`config.mk`:
```
export PLATFORM = sky130hd
export DESIGN_NAME = stable_min_priority_queue
export DESIGN_NICKNAME = d
export VERILOG_FILES = /design/src/rtl/smpq_pkg.sv /design/src/rtl/smpq_cell.sv /design/src/rtl/stable_min_priority_queue.sv
export VERILOG_INCLUDE_DIRS = /design/src /design/src/rtl
export SDC_FILE = /design/constraint.sdc
export NUM_CORES = 2
export LEC_CHECK = 0
export BUFFER_PORTS_ARGS = -buffer_cell sky130_fd_sc_hd__buf_2
export CAP_MARGIN = 20
export CORE_AREA = 2 2 444 314
export DETAILED_ROUTE_END_ITERATION = 8
export DIE_AREA = 0 0 446 316
export GPL_TIMING_DRIVEN = 1
export SYNTH_ARGS = -nofsm -noshare
export SYNTH_HDL_FRONTEND = slang
export SYNTH_SLANG_ARGS = --single-unit
```
`constraint.sdc`:
```
create_clock -name clock -period 17.6 [get_ports clock]
set_input_delay 0.88 -clock clock [delete_from_list [all_inputs] [get_ports clock]]
set_output_delay 0.88 -clock clock [all_outputs]
set_load 0.1 [all_outputs]
```
`src/rtl/stable_min_priority_queue_assert.svh`:
```
`ifndef STABLE_MIN_PRIORITY_QUEUE_ASSERT_SVH
`define STABLE_MIN_PRIORITY_QUEUE_ASSERT_SVH

// same-cycle implication, checked out of reset
`define SMPQ_ASSERT_NOW(label, clk, rst, ante, cons) \
   label: assert property (@(posedge clk) disable iff (rst) (ante) |-> (cons)) \
      else $error("queue check failed");

// next-cycle implication, checked out of reset
`define SMPQ_ASSERT_NEXT(label, clk, rst, ante, cons) \
   label: assert property (@(posedge clk) disable iff (rst) (ante) |=> (cons)) \
      else $error("queue check failed");

`endif

```
`src/rtl/smpq_pkg.sv`:
```
package smpq_pkg;

   localparam int CAPACITY_DEF = 16;
   localparam int VALUE_W      = 32;
   localparam int PRIO_W       = 16;
   localparam int OCC_W        = 5;

   localparam logic OP_INSERT = 1'b0;
   localparam logic OP_REMOVE = 1'b1;

   typedef enum logic [1:0] {
      ST_INSERTED  = 2'd0,
      ST_REMOVED   = 2'd1,
      ST_OVERFLOW  = 2'd2,
      ST_UNDERFLOW = 2'd3
   } status_type;

   typedef struct packed {
      logic                      operation;
      logic signed [VALUE_W-1:0] item_value;
      logic signed [PRIO_W-1:0]  item_priority;
   } req_type;

   typedef struct packed {
      status_type                status;
      logic signed [VALUE_W-1:0] removed_value;
      logic signed [PRIO_W-1:0]  removed_priority;
      logic        [OCC_W-1:0]   occupancy;
   } rsp_type;

   typedef struct packed {
      logic signed [VALUE_W-1:0] data;
      logic signed [PRIO_W-1:0]  prio;
   } entry_type;

   typedef struct packed {
      logic      insert;
      logic      remove;
      entry_type new_entry;
   } cmd_type;

endpackage

```
`src/rtl/smpq_cell.sv`:
```
module smpq_cell (
   input  logic                clock,
   input  smpq_pkg::cmd_type   cmd,
   input  logic                occupied,
   input  logic                left_stays,
   input  smpq_pkg::entry_type left_entry,
   input  smpq_pkg::entry_type right_entry,
   output smpq_pkg::entry_type entry,
   output logic                stays
);

   smpq_pkg::entry_type entry_ff;
   smpq_pkg::entry_type entry_in;

   assign stays = occupied && (entry_ff.prio <= cmd.new_entry.prio);
   assign entry = entry_ff;

   always_comb begin
      entry_in = entry_ff;
      priority if (cmd.insert) begin
         if (stays) begin
            entry_in = entry_ff;
         end else if (left_stays) begin
            entry_in = cmd.new_entry;
         end else begin
            entry_in = left_entry;
         end
      end else if (cmd.remove) begin
         entry_in = right_entry;
      end else begin
         entry_in = entry_ff;
      end
   end

   always_ff @(posedge clock) begin
      entry_ff <= entry_in;
   end

endmodule

```
`src/rtl/stable_min_priority_queue.sv`:
```
// An accepted req item's rsp item is registered, valid in the next cycle.
// Throughput: one item per cycle unless rsp_ready stalls; every cell of the
// sorted chain compares and shifts in parallel on each insert or remove.
// Reset: synchronous, active high; empties the queue and drops any pending rsp.
// Entry contents are not reset; only cells below the fill count are read.
module stable_min_priority_queue #(
   parameter int CAPACITY = smpq_pkg::CAPACITY_DEF
) (
   input  logic              clock,
   input  logic              reset,
   input  logic              req_valid,
   output logic              req_ready,
   input  smpq_pkg::req_type req_data,
   output logic              rsp_valid,
   input  logic              rsp_ready,
   output smpq_pkg::rsp_type rsp_data
);

   `include "stable_min_priority_queue_assert.svh"

   localparam int CW = $clog2(CAPACITY + 1);
   localparam int OW = smpq_pkg::OCC_W;

   logic [CW-1:0]       count_ff;
   logic [CW-1:0]       count_in;
   logic                rsp_valid_ff;
   logic                rsp_valid_in;
   smpq_pkg::rsp_type   rsp_ff;
   smpq_pkg::rsp_type   rsp_in;

   logic                req_fire;
   logic                full;
   logic                empty;
   logic                do_insert;
   logic                do_remove;
   smpq_pkg::cmd_type   cmd;

   smpq_pkg::entry_type cell_entry [CAPACITY];
   logic [CAPACITY-1:0] cell_stays;
   logic [CAPACITY-1:0] cell_occupied;

   assign req_ready = !rsp_valid_ff || rsp_ready;
   assign req_fire  = req_valid && req_ready;
   assign full      = (count_ff == CW'(CAPACITY));
   assign empty     = (count_ff == '0);
   assign do_insert = req_fire && (req_data.operation == smpq_pkg::OP_INSERT) && !full;
   assign do_remove = req_fire && (req_data.operation == smpq_pkg::OP_REMOVE) && !empty;

   assign cmd.insert         = do_insert;
   assign cmd.remove         = do_remove;
   assign cmd.new_entry.data = req_data.item_value;
   assign cmd.new_entry.prio = req_data.item_priority;

   for (genvar i = 0; i < CAPACITY; i++) begin : g_cell
      smpq_pkg::entry_type left_entry;
      smpq_pkg::entry_type right_entry;
      logic                left_stays;

      assign cell_occupied[i] = (CW'(i) < count_ff);

      if (i == 0) begin : g_head
         assign left_entry = cmd.new_entry;
         assign left_stays = 1'b1;
      end else begin : g_body
         assign left_entry = cell_entry[i-1];
         assign left_stays = cell_stays[i-1];
      end

      if (i == CAPACITY - 1) begin : g_tail
         assign right_entry = cell_entry[i];
      end else begin : g_inner
         assign right_entry = cell_entry[i+1];
      end

      smpq_cell u_cell (
         .clock       (clock),
         .cmd         (cmd),
         .occupied    (cell_occupied[i]),
         .left_stays  (left_stays),
         .left_entry  (left_entry),
         .right_entry (right_entry),
         .entry       (cell_entry[i]),
         .stays       (cell_stays[i])
      );
   end

   always_comb begin
      count_in = count_ff;
      if (do_insert) begin
         count_in = count_ff + CW'(1);
      end else if (do_remove) begin
         count_in = count_ff - CW'(1);
      end
   end

   always_comb begin
      rsp_in                  = rsp_ff;
      rsp_in.removed_value    = '0;
      rsp_in.removed_priority = '0;
      rsp_in.occupancy        = OW'(count_in);
      if (req_data.operation == smpq_pkg::OP_INSERT) begin
         rsp_in.status = full ? smpq_pkg::ST_OVERFLOW : smpq_pkg::ST_INSERTED;
      end else if (empty) begin
         rsp_in.status = smpq_pkg::ST_UNDERFLOW;
      end else begin
         rsp_in.status           = smpq_pkg::ST_REMOVED;
         rsp_in.removed_value    = cell_entry[0].data;
         rsp_in.removed_priority = cell_entry[0].prio;
      end
   end

   always_comb begin
      rsp_valid_in = rsp_valid_ff;
      if (req_fire) begin
         rsp_valid_in = 1'b1;
      end else if (rsp_ready) begin
         rsp_valid_in = 1'b0;
      end
   end

   always_ff @(posedge clock) begin
      if (reset) begin
         count_ff     <= '0;
         rsp_valid_ff <= 1'b0;
      end else begin
         count_ff     <= count_in;
         rsp_valid_ff <= rsp_valid_in;
      end
   end

   always_ff @(posedge clock) begin
      if (req_fire) begin
         rsp_ff <= rsp_in;
      end
   end

   assign rsp_valid = rsp_valid_ff;
   assign rsp_data  = rsp_ff;

   `SMPQ_ASSERT_NOW(a_count_bound, clock, reset, 1'b1, count_ff <= CW'(CAPACITY))
   `SMPQ_ASSERT_NEXT(a_insert_grows, clock, reset, do_insert,
      count_ff == $past(count_ff) + CW'(1))
   `SMPQ_ASSERT_NEXT(a_remove_status, clock, reset, do_remove,
      rsp_valid_ff && (rsp_ff.status == smpq_pkg::ST_REMOVED))
   `SMPQ_ASSERT_NOW(a_occ_matches, clock, reset, rsp_valid_ff,
      rsp_ff.occupancy == OW'(count_ff))

endmodule
```
==> impl_metrics.csv <==
group,metric,value,unit
power,power_frac_seq,46.4,%
yosys,synth_most_common_cell,"edfxtp_1",
power,leakagePower,17.9,nW
die,fp.dieArea,141000,sq um
critical_path,crit_fanout,104,
grt,grt_pass1_vias,34000,
hold_path,hold_class,"in2reg",
power,powerDensity,110,nW/um^2
clock_network,postCtsSetupBuffers,0,
final_layout,final_core_util,38.2,%
clock_network,clockBufferDepth,3,
power,peakVddDrop,0.0000758,V
power,p_sw,1.90,mW
grt,met2_usage,30.4,%
final_layout,drive_gt1_share,9.79,%
critical_path,cp_data_required_time,18.12,ns
placed_design,port_buffers,109,
sta,finalClockSkew,0.0220,ns
placed_design,placed_area,49700,sq um
power,power_frac_clock,31.0,%
yosys,synth-async-reset-ratio,0,%
critical_path,critPathArrivalTime,6.07,ns
grt,grt_usage,22.5,%
route,num_vias,37000,
power,finalPower,5.76,mW
die,rows,114,
yosys,yosysSeqAreaShare,52.2,%
yosys,synthTopCellsByCount,"823 x edfxtp_1, 670 x a21oi_1, 539 x nor2_1",
critical_path,startpoint_type,"flip-flop",
critical_path,crit_type,"reg2reg",
final_layout,area_delta_synth_final,10.1,%
placed_design,place_congestion,0.936,
route,wl,163000,um
yosys,syn_avg_cell_area,10.7,sq um
yosys,synth_top_cell_area_share,52.0,%
clock_network,htree_levels,3,
power,power_frac_comb,22.6,%
power,switching_share,32.9,%
run,cap_violations,0,
grt,gr-usage-met3,5.82,%
clock_network,clk_latency,0.69,ns
sta,post-route-min-period,5.55,ns
yosys,synthDistinctLibCells,67,
yosys,syn_area,47500,sq um
grt,grt_use_met1,34.9,%
yosys,synthCells,4438,
yosys,synth_edf_count,823,
grt,grt_max_degree,236,
critical_path,slowest_delay,0.91,ns
clock_network,cts_hold_buf,0,
grt,top_usage_layer,"met1",
die,dieWidth,446,um
sta,finalSetupViolCount,0,
sta,finalCritPeriodShare,31.5,%
die,die_h,316,um
sta,maxSlewViolCount,0,
sta,rsz0062_at_grt,"no",
yosys,synth_fp_nets,4750,
die,start_util,34.7,%
grt,grt-ovfl-total,0,
sta,finalHoldViolCount,0,
die,core,137000,sq um
placed_design,hpwlAfterDp,98600,um
yosys,ys_dominant_reg_cell,"edfxtp_1",
run_status,outcome,"complete, no violations",
grt,grt_antenna_before_repair,15,
final_layout,final_nets,4661,
final_layout,final_area,52300,sq um
route,drc,0,
sta,worst_hold_slack,0.449,ns
route,avgRoutedWirePerCell,26.3,um
critical_path,path_cells,"inv_1 > ha_1 > nor3b_1 > a21oi_1 > and2_4 > buf_4 > buf_4 > buf_4 > nand2_1 > o211ai_1",
final_layout,n_fill_cell,13400,
sta,worst_slew_pin_slew,1.23,ns
clock_network,cts_tree,"done",
power,internal-power,3.87,mW
clock_network,cts_buffers,82,
critical_path,slowest_stage,"buf_4",
grt,grt_pass1_wl,235000,um
yosys,synth.area.top_cells,"edfxtp_1 52%, mux2i_1 9.6%, a21oi_1 7.1%, ha_1 6.8%, nor2_1 4.3%",
sta,tns,0,ns
critical_path,endpoint_kind,"flip-flop",
clock_network,cts.clk_slew.worst_paths,0.07,ns
yosys,yosysWarnings,0,
route,vias_per_cell,5.96,
critical_path,crit_top_cell,"buf_4",
clock_network,cts.sinks,829,
sta,fmax,180,MHz
die,ios,110,
yosys,ys_ff_latch,829,
clock_network,cts_resized,0,
route,drt-pass1-iter-count,7,
route,postRouteAntennaNets,0,
clock_network,cts-root-buf,"clkbuf_16",
sta,relSlewSlack,17.9,%
route,dr.first_iter.drc_count,5059,
yosys,yosys.area.top_type,"edfxtp_1",
## cell usage in the layout, fill, tap and decap left out, types with 7 or more instances in the layout
cell       synthesis  layout
mux2_2            48      48
clkinv_1           0      23
nor2_1           539     539
nor4_1            54      54
ha_1             259     259
a211o_1            8       7
o21ai_4            0      13
and2_1            51      49
o21a_1            55      53
a21o_1            28      28
inv_1             47      47
o211ai_2          42      42
nand4_1           53      53
nand3_1          119     118
buf_2             60     109
a21oi_1          670     668
o211ai_1          66      66
nor3_1           203     203
a2111oi_0          7       7
mux2i_1          458     457
edfxtp_1         823     823
nand2_1          350     346
buf_4             22      72
clkbuf_16          0      85
o21ai_0           50      38
clkbuf_1         237      18
nand2b_1          11      11
o221ai_1          10      10
nor2b_1           24      24
clkinv_2           0      10
a211oi_1          10      10
## critical path, delay by kind of cell (launching register included)
kind                     cells  cell delay [ns]
AO/OA/AOI/OAI                2             0.78
adder cells (fa/ha/maj)      1             0.24
AND/OR/NAND/NOR              3             1.13
buffers and inverters        4             2.49
flip-flops                   1             0.57
## flip-flops by register name, indices dropped and copies added, names as in the netlist
register / cells
rsp_data: 55
g_cell.u_cell.entry: 768
count_ff: 5
rsp_valid: 1
## cell type report
class                      count  area, sq um  area share (%)
antenna                        4         10.0          0.0191
clock buffer                 103         2190            4.19
clock inverter                44          385           0.736
inverter                      47          176           0.337
multi-input combinational   3199        21200            40.5
sequential                   829        24800            47.4
tap                         1798         2250            4.30
timing repair buffer         190         1300            2.49
## layer usage
metal  routed length [um]  share of wire (%)  up-vias
met2                64100                 39     2248
met5                   49              0.030        -
met4                 4530                2.8        8
li1                     -                  -    16400
met3                20900                 13      293
met1                73700                 45    18100
## cell families (layout without fill, tap and decap cells)
logic type / after synthesis / count (layout) / synth area share [%]
AND/OR/NAND/NOR: 1425 / 1425 / 13.3
multiplexers: 506 / 506 / 10.8
flip-flops: 829 / 829 / 52.2
buffers and inverters: 410 / 384 / 3.93
other: 0 / 4 / 0
AO/OA/AOI/OAI: 1005 / 1005 / 12.9
adder cells (fa/ha/maj): 259 / 259 / 6.82
XOR/XNOR: 4 / 4 / 0.0737
## power groups by stage
stage	Combinational, mW	Clock [mW]	Sequential (mW)
after floorplan	0.752	0	2.76
after global placement	1.23	0	2.71
after detailed placement	1.26	0	2.71
after CTS	1.26	1.81	2.67
after global routing	1.39	1.88	2.70
final	1.30	1.79	2.68
## through the flow
| stage | setup WS (ns) | instances |
|---|---|---|
| global route | 11.80 | 6212 |
| detailed placement | 11.59 | 6059 |
| CTS | 12.27 | 6206 |
| floorplan | 9.01 | 4438 |
| finish | 12.05 | 6214 |
| global placement | 11.61 | 6056 |
## worst paths after layout
| path | startpoint | endpoint | slack [ns] | cells after the start |
|---|---|---|---|---|
| min reg2reg | rsp_valid$_SDFFE_PP0P_ | rsp_valid$_SDFFE_PP0P_ | 0.52 | 2 |
| max reg2reg | count_ff[1]$_SDFF_PP0_ | g_cell[11].u_cell.entry[16]$_DFFE_PP_ | 12.05 | 10 |
| min | req_valid | rsp_valid$_SDFFE_PP0P_ | 0.45 | 3 |
| max | count_ff[1]$_SDFF_PP0_ | g_cell[11].u_cell.entry[16]$_DFFE_PP_ | 12.05 | 10 |
(Power assumes the default switching activity.)
